File: config.mk
export PLATFORM = sky130hd
export DESIGN_NAME = rv32_subset_execute_unit
export DESIGN_NICKNAME = d
export VERILOG_FILES = /design/src/rtl/rvx_pkg.sv /design/src/rtl/rvx_ram.sv /design/src/rtl/rvx_alu.sv /design/src/rtl/rv32_subset_execute_unit.sv
export SDC_FILE = /design/constraint.sdc
export NUM_CORES = 2
export LEC_CHECK = 0
export BUFFER_PORTS_ARGS = -buffer_cell sky130_fd_sc_hd__buf_2
export CAP_MARGIN = 30
export CORE_MARGIN = 2
export CORE_UTILIZATION = 50
export CTS_CLUSTER_SIZE = 14
export DETAILED_ROUTE_END_ITERATION = 6
export PLACE_DENSITY_LB_ADDON = 0.05
export SLEW_MARGIN = 20
export SYNTH_ARGS = -nofsm -noshare
export SYNTH_HDL_FRONTEND = slang
export SYNTH_HIERARCHICAL = 1
export SYNTH_SLANG_ARGS = --single-unit
File: constraint.sdc
create_clock -name clk -period 5.6 [get_ports clk]
set_input_delay 0.56 -clock clk [delete_from_list [all_inputs] [get_ports clk]]
set_output_delay 0.56 -clock clk [all_outputs]
set_load 0.01 [all_outputs]
File: src/rtl/rvx_pkg.sv
// ----------------------------------------------------------------------------
// rvx_pkg
// Shared types and constants for the RV32 subset execute unit.
// ----------------------------------------------------------------------------
package rvx_pkg;

  localparam int PC_W = 32;
  localparam logic [PC_W-1:0] PC_STEP = 32'd4;

  typedef enum logic [3:0] {
    OP_ADD  = 4'd0,
    OP_SUB  = 4'd1,
    OP_BNE  = 4'd2,
    OP_JAL  = 4'd3,
    OP_JALR = 4'd4,
    OP_ADDI = 4'd5,
    OP_AND  = 4'd6,
    OP_OR   = 4'd7,
    OP_XOR  = 4'd8,
    OP_SLL  = 4'd9,
    OP_SRL  = 4'd10,
    OP_SRA  = 4'd11
  } op_t;

  typedef enum logic [1:0] {
    ERR_NONE       = 2'd0,
    ERR_UNDEF_TGT  = 2'd1,
    ERR_UNKNOWN_OP = 2'd2
  } err_t;

  // Control half of one executed instruction
  typedef struct packed {
    logic [PC_W-1:0] next_pc;
    logic            reg_written;
    err_t            error_code;
  } exec_ctl_t;

endpackage

File: src/rtl/rvx_ram.sv
// ----------------------------------------------------------------------------
// rvx_ram
// Generic RAM: one write port, two read ports with registered read data.
// ----------------------------------------------------------------------------
module rvx_ram #(
  parameter int WIDTH = 32,
  parameter int DEPTH = 32,
  localparam int AW = (DEPTH > 1) ? $clog2(DEPTH) : 1
) (
  input  logic             clk,
  input  logic             we,
  input  logic [AW-1:0]    waddr,
  input  logic [WIDTH-1:0] wdata,
  input  logic             re,
  input  logic [AW-1:0]    raddr_a,
  input  logic [AW-1:0]    raddr_b,
  output logic [WIDTH-1:0] rdata_a,
  output logic [WIDTH-1:0] rdata_b
);

  logic [WIDTH-1:0] mem [DEPTH];

  always_ff @(posedge clk) begin
    if (we) begin
      mem[waddr] <= wdata;
    end
    if (re) begin
      rdata_a <= mem[raddr_a];
      rdata_b <= mem[raddr_b];
    end
  end

endmodule

File: src/rtl/rvx_alu.sv
// ----------------------------------------------------------------------------
// rvx_alu
// Combinational execute logic: ALU result, next pc and write decision.
// ----------------------------------------------------------------------------
module rvx_alu
  import rvx_pkg::*;
#(
  parameter int REG_COUNT  = 32,
  parameter int DATA_WIDTH = 32
) (
  input  logic [3:0]            mode,
  input  logic [4:0]            dest_reg,
  input  logic [DATA_WIDTH-1:0] op_a,
  input  logic [DATA_WIDTH-1:0] op_b,
  input  logic signed [11:0]    immediate,
  input  logic [29:0]           target_index,
  input  logic                  target_known,
  input  logic [PC_W-1:0]       pc,
  output exec_ctl_t             ctl,
  output logic [DATA_WIDTH-1:0] wr_val
);

  logic signed [63:0]    imm_ext;
  logic signed [63:0]    a_ext;
  logic [63:0]           jalr_sum;
  logic [PC_W-1:0]       link;
  logic [PC_W-1:0]       target;
  logic [4:0]            shamt;
  logic [DATA_WIDTH-1:0] imm_d;
  logic                  wr;

  assign imm_ext  = 64'(immediate);
  assign a_ext    = 64'($signed(op_a));
  assign jalr_sum = a_ext + imm_ext;
  assign link     = pc + PC_STEP;
  assign target   = {target_index, 2'b00};
  assign shamt    = immediate[4:0];
  assign imm_d    = imm_ext[DATA_WIDTH-1:0];

  always_comb begin
    ctl.next_pc    = link;
    ctl.error_code = ERR_NONE;
    wr             = 1'b1;
    wr_val         = '0;
    unique case (mode)
      OP_ADD:  wr_val = op_a + op_b;
      OP_SUB:  wr_val = op_a - op_b;
      OP_BNE: begin
        wr = 1'b0;
        if (op_a != op_b) begin
          if (target_known) begin
            ctl.next_pc = target;
          end else begin
            ctl.next_pc    = pc;
            ctl.error_code = ERR_UNDEF_TGT;
          end
        end
      end
      OP_JAL: begin
        wr_val = DATA_WIDTH'(link);
        if (target_known) begin
          ctl.next_pc = target;
        end else begin
          ctl.next_pc    = pc;
          ctl.error_code = ERR_UNDEF_TGT;
        end
      end
      OP_JALR: begin
        wr_val      = DATA_WIDTH'(link);
        ctl.next_pc = {jalr_sum[PC_W-1:1], 1'b0};
      end
      OP_ADDI: wr_val = op_a + imm_d;
      OP_AND:  wr_val = op_a & op_b;
      OP_OR:   wr_val = op_a | op_b;
      OP_XOR:  wr_val = op_a ^ op_b;
      OP_SLL:  wr_val = op_a << shamt;
      OP_SRL:  wr_val = op_a >> shamt;
      OP_SRA:  wr_val = DATA_WIDTH'($signed(op_a) >>> shamt);
      default: begin
        wr             = 1'b0;
        ctl.next_pc    = pc;
        ctl.error_code = ERR_UNKNOWN_OP;
      end
    endcase
    // drop writes to x0 and to registers that do not exist
    ctl.reg_written = wr && (dest_reg != '0) && (32'(dest_reg) < REG_COUNT);
  end

endmodule

File: src/rtl/rv32_subset_execute_unit.sv
// ----------------------------------------------------------------------------
// rv32_subset_execute_unit
// Executes one decoded RV32I-subset instruction per beat against a register
// file and a program counter.
// ----------------------------------------------------------------------------
// Pipeline: register file read into the execute stage, then execute into the
//   result register; both hold while a result waits for out_ready.
// Throughput: 1 instruction per cycle unless the result side stalls; a write is forwarded to the next one.
// Reset: pc and all registers read as zero; register valid bits are cleared
//   at once, so no clearing pass is needed.
module rv32_subset_execute_unit
  import rvx_pkg::*;
#(
  parameter int REG_COUNT  = 32,
  parameter int DATA_WIDTH = 32
) (
  input  logic               clk,
  input  logic               rst,
  input  logic               in_valid,
  output logic               in_ready,
  input  logic [3:0]         mode,
  input  logic [4:0]         dest_reg,
  input  logic [4:0]         src_reg_a,
  input  logic [4:0]         src_reg_b,
  input  logic signed [11:0] immediate,
  input  logic [29:0]        target_index,
  input  logic               target_known,
  output logic               out_valid,
  input  logic               out_ready,
  output logic [31:0]        next_pc,
  output logic               reg_written,
  output logic [4:0]         write_index,
  output logic signed [31:0] write_value,
  output logic [1:0]         error_code
);

  localparam int ADDR_W = (REG_COUNT > 1) ? $clog2(REG_COUNT) : 1;

  logic                  in_fire;
  logic                  ex_adv;

  // execute stage
  logic                  ex_valid;
  logic [3:0]            ex_mode;
  logic [4:0]            ex_rd;
  logic signed [11:0]    ex_imm;
  logic [29:0]           ex_tidx;
  logic                  ex_tknown;
  logic                  ex_use_a;
  logic                  ex_use_b;
  logic                  ex_fwd_a;
  logic                  ex_fwd_b;
  logic [DATA_WIDTH-1:0] ex_fwd_val;

  logic [PC_W-1:0]       pc;
  logic [REG_COUNT-1:0]  vld;

  logic [DATA_WIDTH-1:0] rdata_a;
  logic [DATA_WIDTH-1:0] rdata_b;
  logic [DATA_WIDTH-1:0] op_a;
  logic [DATA_WIDTH-1:0] op_b;
  exec_ctl_t             ctl;
  logic [DATA_WIDTH-1:0] wr_val;
  logic                  wr_en;
  logic                  use_a;
  logic                  use_b;

  assign ex_adv   = ex_valid && (!out_valid || out_ready);
  assign in_ready = !ex_valid || ex_adv;
  assign in_fire  = in_valid && in_ready;
  assign wr_en    = ex_adv && ctl.reg_written;

  // x0 and missing registers read as zero, as do entries never written
  assign use_a = (src_reg_a != '0) && (32'(src_reg_a) < REG_COUNT) && vld[ADDR_W'(src_reg_a)];
  assign use_b = (src_reg_b != '0) && (32'(src_reg_b) < REG_COUNT) && vld[ADDR_W'(src_reg_b)];

  rvx_ram #(
    .WIDTH (DATA_WIDTH),
    .DEPTH (REG_COUNT)
  ) u_regfile (
    .clk     (clk),
    .we      (wr_en),
    .waddr   (ADDR_W'(ex_rd)),
    .wdata   (wr_val),
    .re      (in_fire),
    .raddr_a (ADDR_W'(src_reg_a)),
    .raddr_b (ADDR_W'(src_reg_b)),
    .rdata_a (rdata_a),
    .rdata_b (rdata_b)
  );

  always_ff @(posedge clk) begin
    if (rst) begin
      ex_valid <= 1'b0;
    end else if (in_fire) begin
      ex_valid <= 1'b1;
    end else if (ex_adv) begin
      ex_valid <= 1'b0;
    end
  end

  // capture operands; bypass the write retiring on the same edge
  always_ff @(posedge clk) begin
    if (in_fire) begin
      ex_mode    <= mode;
      ex_rd      <= dest_reg;
      ex_imm     <= immediate;
      ex_tidx    <= target_index;
      ex_tknown  <= target_known;
      ex_use_a   <= use_a;
      ex_use_b   <= use_b;
      ex_fwd_a   <= wr_en && (ex_rd == src_reg_a);
      ex_fwd_b   <= wr_en && (ex_rd == src_reg_b);
      ex_fwd_val <= wr_val;
    end
  end

  assign op_a = ex_fwd_a ? ex_fwd_val : (ex_use_a ? rdata_a : '0);
  assign op_b = ex_fwd_b ? ex_fwd_val : (ex_use_b ? rdata_b : '0);

  rvx_alu #(
    .REG_COUNT  (REG_COUNT),
    .DATA_WIDTH (DATA_WIDTH)
  ) u_alu (
    .mode         (ex_mode),
    .dest_reg     (ex_rd),
    .op_a         (op_a),
    .op_b         (op_b),
    .immediate    (ex_imm),
    .target_index (ex_tidx),
    .target_known (ex_tknown),
    .pc           (pc),
    .ctl          (ctl),
    .wr_val       (wr_val)
  );

  always_ff @(posedge clk) begin
    if (rst) begin
      pc  <= '0;
      vld <= '0;
    end else if (ex_adv) begin
      pc <= ctl.next_pc;
      if (ctl.reg_written) begin
        vld[ADDR_W'(ex_rd)] <= 1'b1;
      end
    end
  end

  // result register
  always_ff @(posedge clk) begin
    if (rst) begin
      out_valid <= 1'b0;
    end else if (ex_adv) begin
      out_valid <= 1'b1;
    end else if (out_ready) begin
      out_valid <= 1'b0;
    end
  end

  always_ff @(posedge clk) begin
    if (ex_adv) begin
      next_pc     <= ctl.next_pc;
      reg_written <= ctl.reg_written;
      write_index <= ctl.reg_written ? ex_rd : '0;
      write_value <= ctl.reg_written ? 32'($signed(wr_val)) : '0;
      error_code  <= ctl.error_code;
    end
  end

endmodule

# --- Word level (Yosys, flattened, before mapping) ---
# Memories as Yosys holds them, arrays and structs flattened. A register that Yosys moved wholly into a read port is not among the register bits.
# Index checks and enable logic that the tools add are counted.
totals:
  n_memories: 1
  input_bits: 66
  wordCells: 98
  register_bits: 226
  mem_bits_rw: 1024
  output_inout_bits: 74
classes:
  shifts: 3
  n_reduce_logical: 24
  addsub: 5
  mux: 24
  n_eq_ne: 14
  order_cmp: 4
  bitwise: 4
mem_list:
  columns: ["name", "words", "word_bits", "rd", "rd_clocked_by_memory_dff", "write_ports", "line", "text"]
  rows:
  - ["u_regfile.mem", 32, 32, 2, 2, 1, "rvx_ram.sv:21", "logic [WIDTH-1:0] mem [DEPTH];"]
op_table:
  columns: ["operator", "count"]
  rows:
  - ["case mux 32 bit (10 select lines)", 1]
  - ["2-to-1 mux 32 bit", 6]
  - ["case mux 32 bit (4 select lines)", 1]
  - ["adder 32 bit", 2]
  - ["bitwise OR 32 bit", 2]
  - ["adder 32 x 12 -> 32 bit", 1]
  - ["adder 32 x 3 -> 32 bit, second input constant", 1]
  - ["AND 32 bit", 1]
  - ["!= test 32 bit", 1]
  - ["left shift 32 x 5 -> 32 bit", 1]
  - ["right shift 32 x 5 -> 32 bit", 1]
  - [">>> shifter 32 x 5 -> 32 bit", 1]
  - ["subtractor 32 bit", 1]
  - ["XOR 32 bit", 1]
  - ["less-than comparator 5 x 6 -> 1 bit, second input constant", 3]
  - ["== test 4 x 3 -> 1 bit, second input constant", 4]
  - ["== test 4 bit, second input constant", 4]
  - ["nonzero test 5 bit", 3]
  - ["2-to-1 mux 1 bit", 11]
  - ["OR reduction 11 bit", 1]
  - ["binary-select mux 1 bit (select 5 bit)", 2]
  - ["== test 5 bit", 2]
  - ["OR reduction 10 bit", 1]
  - ["logical AND 1 bit", 9]
  - ["13 further kinds", 17]

# --- Longest topological paths before layout ---
logic_depth:
  depth_word: 7
  ltp_mapped: 20
  ltp_nobuf: 16

# --- Modules after synthesis ---
# Netlist, hierarchy kept.
by_module_without_submodules:
  columns: ["module", "seq_area_each_um2", "area_each_um2", "n_inst", "cells_per_inst"]
  rows:
  - ["rvx_ram", 32671.3, 50711.1, 1, 3450]
  - ["rvx_alu", 0.0, 13001.2, 1, 1872]
  - ["rv32_subset_execute_unit", 6105.9, 8690.8, 1, 647]

# --- Least setup slack after synthesis ---
# OpenSTA, ideal clock, no wires.
synth_path:
  kind: "register to register"
  startpoint: "register ex_fwd_a"
  endpoint: "register ex_fwd_val[18] (data pin)"
  slack_ns: 0.613
  setup_time_ns: 0.468
  required_ns: 5.132
  t_arrival_ns: 4.519
  path_buffers: 2
  path_stages_with_launch: 15
  period_less_slack_ns: 4.987
  path_cell_list: "edfxtp_1 clkbuf_1 nor2b_1 clkbuf_1 a22o_1 inv_1 fa_1 o21ba_1 nor4_1 o31ai_1 a21boi_1 o41a_1 a21o_1 xnor2_1 o21ai_0"
synth_between:
  elab_chain_len: 3
  word_cells_on_any_way: 11
  classes_between: "3 x add/sub; 3 x shift; 2 x mux; 3 x bitwise"
synth_rtl:
  columns: ["element", "line", "text"]
  rows:
  - ["start, declared", "rv32_subset_execute_unit.sv:51", "logic ex_fwd_a;"]
  - ["start signal, assigned", "rv32_subset_execute_unit.sv:112", "ex_fwd_a <= wr_en && (ex_rd == src_reg_a);"]
  - ["2-to-1 mux 32 bit *", "rv32_subset_execute_unit.sv:118", "assign op_a = ex_fwd_a ? ex_fwd_val : (ex_use_a ? rdata_a : '0);"]
  - ["named net op_a[1]", "rv32_subset_execute_unit.sv:60", "logic [DATA_WIDTH-1:0] op_a;"]
  - ["adder 32 bit (tied with other cells)", "rvx_alu.sv:72", "OP_ADDI: wr_val = op_a + imm_d;"]
  - ["case mux 32 bit (10 select lines) *", "rvx_alu.sv:45", "unique case (mode)"]
  - ["named net wr_val[18]", "rv32_subset_execute_unit.sv:63", "logic [DATA_WIDTH-1:0] wr_val;"]
  - ["end signal, assigned", "rv32_subset_execute_unit.sv:114", "ex_fwd_val <= wr_val;"]
  - ["end, declared", "rv32_subset_execute_unit.sv:53", "logic [DATA_WIDTH-1:0] ex_fwd_val;"]
# Mark *: on every way through the listed nets, which the timed path passes. The rest lies on a longest branch.
# A chain may end at the register's enable or synchronous reset.

# --- Worst setup path after layout ---
layout_path:
  startpoint: "register ex_mode[3]"
  endpoint: "register write_value[28] (data pin)"
layout_between:
  word_cells_on_any_way: 16
  classes_between: "10 x eq/ne; 2 x mux; 4 x reduce/logical"
layout_rtl:
  columns: ["element", "line", "text"]
  rows:
  - ["start, declared", "rv32_subset_execute_unit.sv:44", "logic [3:0] ex_mode;"]
  - ["start signal, assigned", "rv32_subset_execute_unit.sv:105", "ex_mode <= mode;"]
  - ["== test 4 x 3 -> 1 bit / == test 4 x 2 -> 1 bit (equally long branches)", "rvx_alu.sv:45", null]
  - ["OR reduction 2 bit (no line)", null, null]
  - ["case mux 32 bit (10 select lines) *", "rvx_alu.sv:45", null]
  - ["named net wr_val[28]", "rv32_subset_execute_unit.sv:63", null]
  - ["end signal, assigned", "rv32_subset_execute_unit.sv:165", "write_value <= ctl.reg_written ? 32'($signed(wr_val)) : '0;"]
  - ["end, declared", "rv32_subset_execute_unit.sv:33", "output logic signed [31:0] write_value,"]
# Marks and branches as above.

==> summary.md <==
| Metric | Value |
|---|---|
| Wirelength per Cell | `33.6 um` |
| Die W | `385 um` |
| Vias/cell | `6.65` |
| Sequential Area | `38,800 um2` |
| Core area | `144,000 um2` |
| EDFF count, synth | `1,248` |
| Violations in the final reports | `design-rule violations` |
| Antenna-violating nets left | `0` |
| Syn Inst Count | `5,969` |
| Final period util | `0.919` |
| Cell variety after synth | `98` |
| Slack of the critical path | `0.451 ns` |
| Commonest non-fill, non-tap cell in the layout | `edfxtp_1` |
| Max Slew Vio Count | `0` |
| Fill cells | `12.0k` |
| Yosys warns | `6` |
| Post-DP HPWL | `176,000 um` |
| Synth async-reset ratio | `0` |
| Initial antenna violation count | `12` |
| Worst vdd ir | `338 uV` |
| Seq cells post-synth | `1,313` |
| Clk_lat worst skew | `0.81 ns` |
| Synthesis-to-layout area growth | `12.6%` |
| Final Wtd Congestion | `1.02` |
| Starting density of the core | `0.504` |
| Rows | `139` |
| Crit path required time | `6.14 ns` |
| CTS clock-pin slew for the worst setup and hold paths | `0.06 ns` |
| Die ar. | `148,000 um2` |
| Final min period | `5.15 ns` |
| Sequential area share after synthesis | `0.536` |
| CP startpoint | `ex_mode[3]` |
| Final Setup Violations | `0` |
| Die Y-Extent | `385 um` |
| Setup TNS | `0 ns` |
| Max_cap viols | `0` |
| Clock Tree Root | `clkbuf_16` |
| Worst Path Max Fanout | `34` |
| Design Power | `0.0253 W` |
| Slew headroom | `0.245` |
| Fin. Hold Viols | `0` |
| Worst hold path cell count | `4` |
| Static Leak | `31.1 nW` |
| Slew @ Worst Pin | `1.13 ns` |
| Clk pwr share | `0.375` |
| Congestion Overflow GR | `0` |
| Worst Reg-to-Reg Cells | `16` |
| Worst setup SP type | `flop` |
| Top-level I/O count | `140` |
| Final Cell Area | `81,500 um2` |
| Mapped Area | `72,400 um2` |
| Nets | `6,397` |
| Clk sink count | `1,313` |
| Syn avg cell area | `12.1 um2` |
| RSZ-0062 raised after global routing | `false` |
| Sw Ratio | `0.285` |
| Number of H-tree levels | `4` |
| Synth Flop Type | `edfxtp_1` |
| Placed Area | `76,200 um2` |
| CTS tree | `yes` |
| Critical path class | `flop to flop` |
| Endpoint class of the critical path | `flop` |
| Pwr dens | `310 nW/um2` |
| Drt total wl | `275,000 um` |
| First-pass GRT wire length | `385,000 um` |
| Crit Reg-Reg Startpoint | `ex_mode[3]` |
| Multi-input logic area | `31,300 um2` |
| Vias | `54.4k` |
| Port Buffers | `139` |
| Max frequency | `194 MHz` |
| Hold crit path type | `primary input to flop` |
| Critical Path AT | `5.69 ns` |
| First DRT Iteration DRCs | `6,385` |
| Logic pwr share | `0.174` |
| Share of layout cells above drive strength 1 | `0.123` |
| Status | `finished, violations left` |
| GRT Total Usage | `0.365` |
| Clock Skew | `0.0437 ns` |
| Num CTS Buffers | `145` |
| Place WS | `0.609 ns` |
| Net Count, Synth | `6,202` |
| Sw Pwr | `0.00720 W` |
| Largest net degree at the start of global routing | `107` |
| Commonest cells after routing, fill and taps aside | `1,248 x edfxtp_1, 1,143 x mux2i_1, 425 x nand2_1` |
| DRC Markers | `28` |
| Min-delay src | `out_ready` |
| Vias in the first global route | `52.1k` |
| Sequential share of power | `0.451` |
| Clock Tree Buf Depth | `3` |
| Internal | `0.0181 W` |
| DRT Pass-1 Iters | `7` |
[layout make-up]
| cell class | instances | area share |
|---|---|---|
| multi-input cells | 4089 | 0.384 |
| inverters | 150 | 0.00694 |
| clock buffers | 187 | 0.0472 |
| repair buffers | 465 | 0.0463 |
| diodes | 5 | 0.000154 |
| flip-flops and latches | 1313 | 0.476 |
| well taps | 1903 | 0.0292 |
| clock inverters | 75 | 0.0104 |
[metrics by stage]
stage / std cells / hold WS, ns / util
floorplan: 5969 / 0.433 / -
global placement: 7863 / 0.468 / 0.530
detailed placement: 7866 / 0.480 / 0.531
CTS: 8181 / 0.171 / 0.567
global route: 8183 / 0.266 / 0.567
finish: 8187 / 0.203 / 0.567
[what timing repair did]
item / 4_1_cts / 5_1_grt
resized for setup: 0 / 0
hold endpoints to repair: 53 / 0
hold buffers: 53 / 0
setup buffers: 0 / 0
[power by group through the flow]
stage          registers [W]  logic (W)  clock network (W)
3_3_place_gp          0.0116    0.00426                  0
2_1_floorplan         0.0116    0.00263                  0
6_report              0.0114    0.00440            0.00948
3_5_place_dp          0.0116    0.00426                  0
5_1_grt               0.0114    0.00464            0.00999
4_1_cts               0.0114    0.00431            0.00959
[cell families after synthesis]
family / after synthesis / synth area share
flops: 1313 / 0.536
mux: 1208 / 0.176
buf+inv: 567 / 0.0392
xor+xnor: 108 / 0.0131
fa+ha+maj: 167 / 0.0292
compound gates: 1380 / 0.128
simple gates: 1226 / 0.0788
[metal layers]
layer / global-route usage / routed length (um) / part of all wire
met1: 0.496 / 113000 / 0.41
met2: 0.576 / 127000 / 0.46
met3: 0.0659 / 23200 / 0.084
met4: 0.158 / 12900 / 0.047
met5: 0 / 46 / 0.00017
[sequential cells by signal, summed over array words and instances (netlist names)]
signal and count:
ex_use_a 1, error_code 2, ex_tidx 30, next_pc 32
ex_valid 1, ex_fwd_b 1, write_value 32, vld 31
ex_fwd_a 1, ex_rd 5, u_regfile/mem 1024, ex_mode 4
ex_fwd_val 32, reg_written 1, write_index 5, pc 32
ex_imm 12, u_regfile/rdata_b 32, u_regfile/rdata_a 32, ex_tknown 1
ex_use_b 1, out_valid 1
[critical path, stage by stage, from the launching register on]
cell	delay [ns]
edfxtp_1	0.39
nor2b_1	0.30
nand2_1	0.33
o21ai_0	0.27
ha_1	0.31
fa_1	0.26
nand3_1	0.14
a2111oi_0	0.61
nor3_1	0.24
nor2_1	0.37
a211o_1	0.37
nand3_1	0.20
o311ai_1	0.35
xor2_1	0.13
a21o_1	0.20
buf_4	0.23
and2_1	0.20
[worst paths after layout]
kind	slack, ns	endpoint
max	0.45	write_value[28]
max reg2reg	0.45	write_value[28]
min reg2reg	0.50	vld[3]
min	0.20	out_valid
[synth_stat cells, types with 18 or more instances]
master	number	area, um2
a21o_1	40	300
o21ai_1	40	200
a31oi_1	82	513
nand3_1	227	1140
a221oi_1	27	236
nand2b_1	25	156
buf_6	48	541
nor2_1	244	916
o22ai_1	20	125
clkbuf_1	186	698
ha_1	164	2050
buf_4	51	383
and3_1	19	119
and2_1	50	313
mux2i_1	1143	11400
o221ai_1	20	175
o21ai_0	128	641
nor2b_1	35	219
o211ai_1	29	218
nand2_1	427	1600
a21oi_1	424	2120
buf_2	116	581
xor2_1	40	350
dfxtp_1	65	1300
a222oi_1	18	180
xnor2_1	68	596
o21bai_1	20	150
a211oi_1	24	180
a22oi_1	200	1500
mux4_2	47	1060
a22o_1	192	1680
nor3_1	108	541
inv_1	138	518
edfxtp_1	1248	37500
Note: power is estimated with default switching activity, not from simulation.
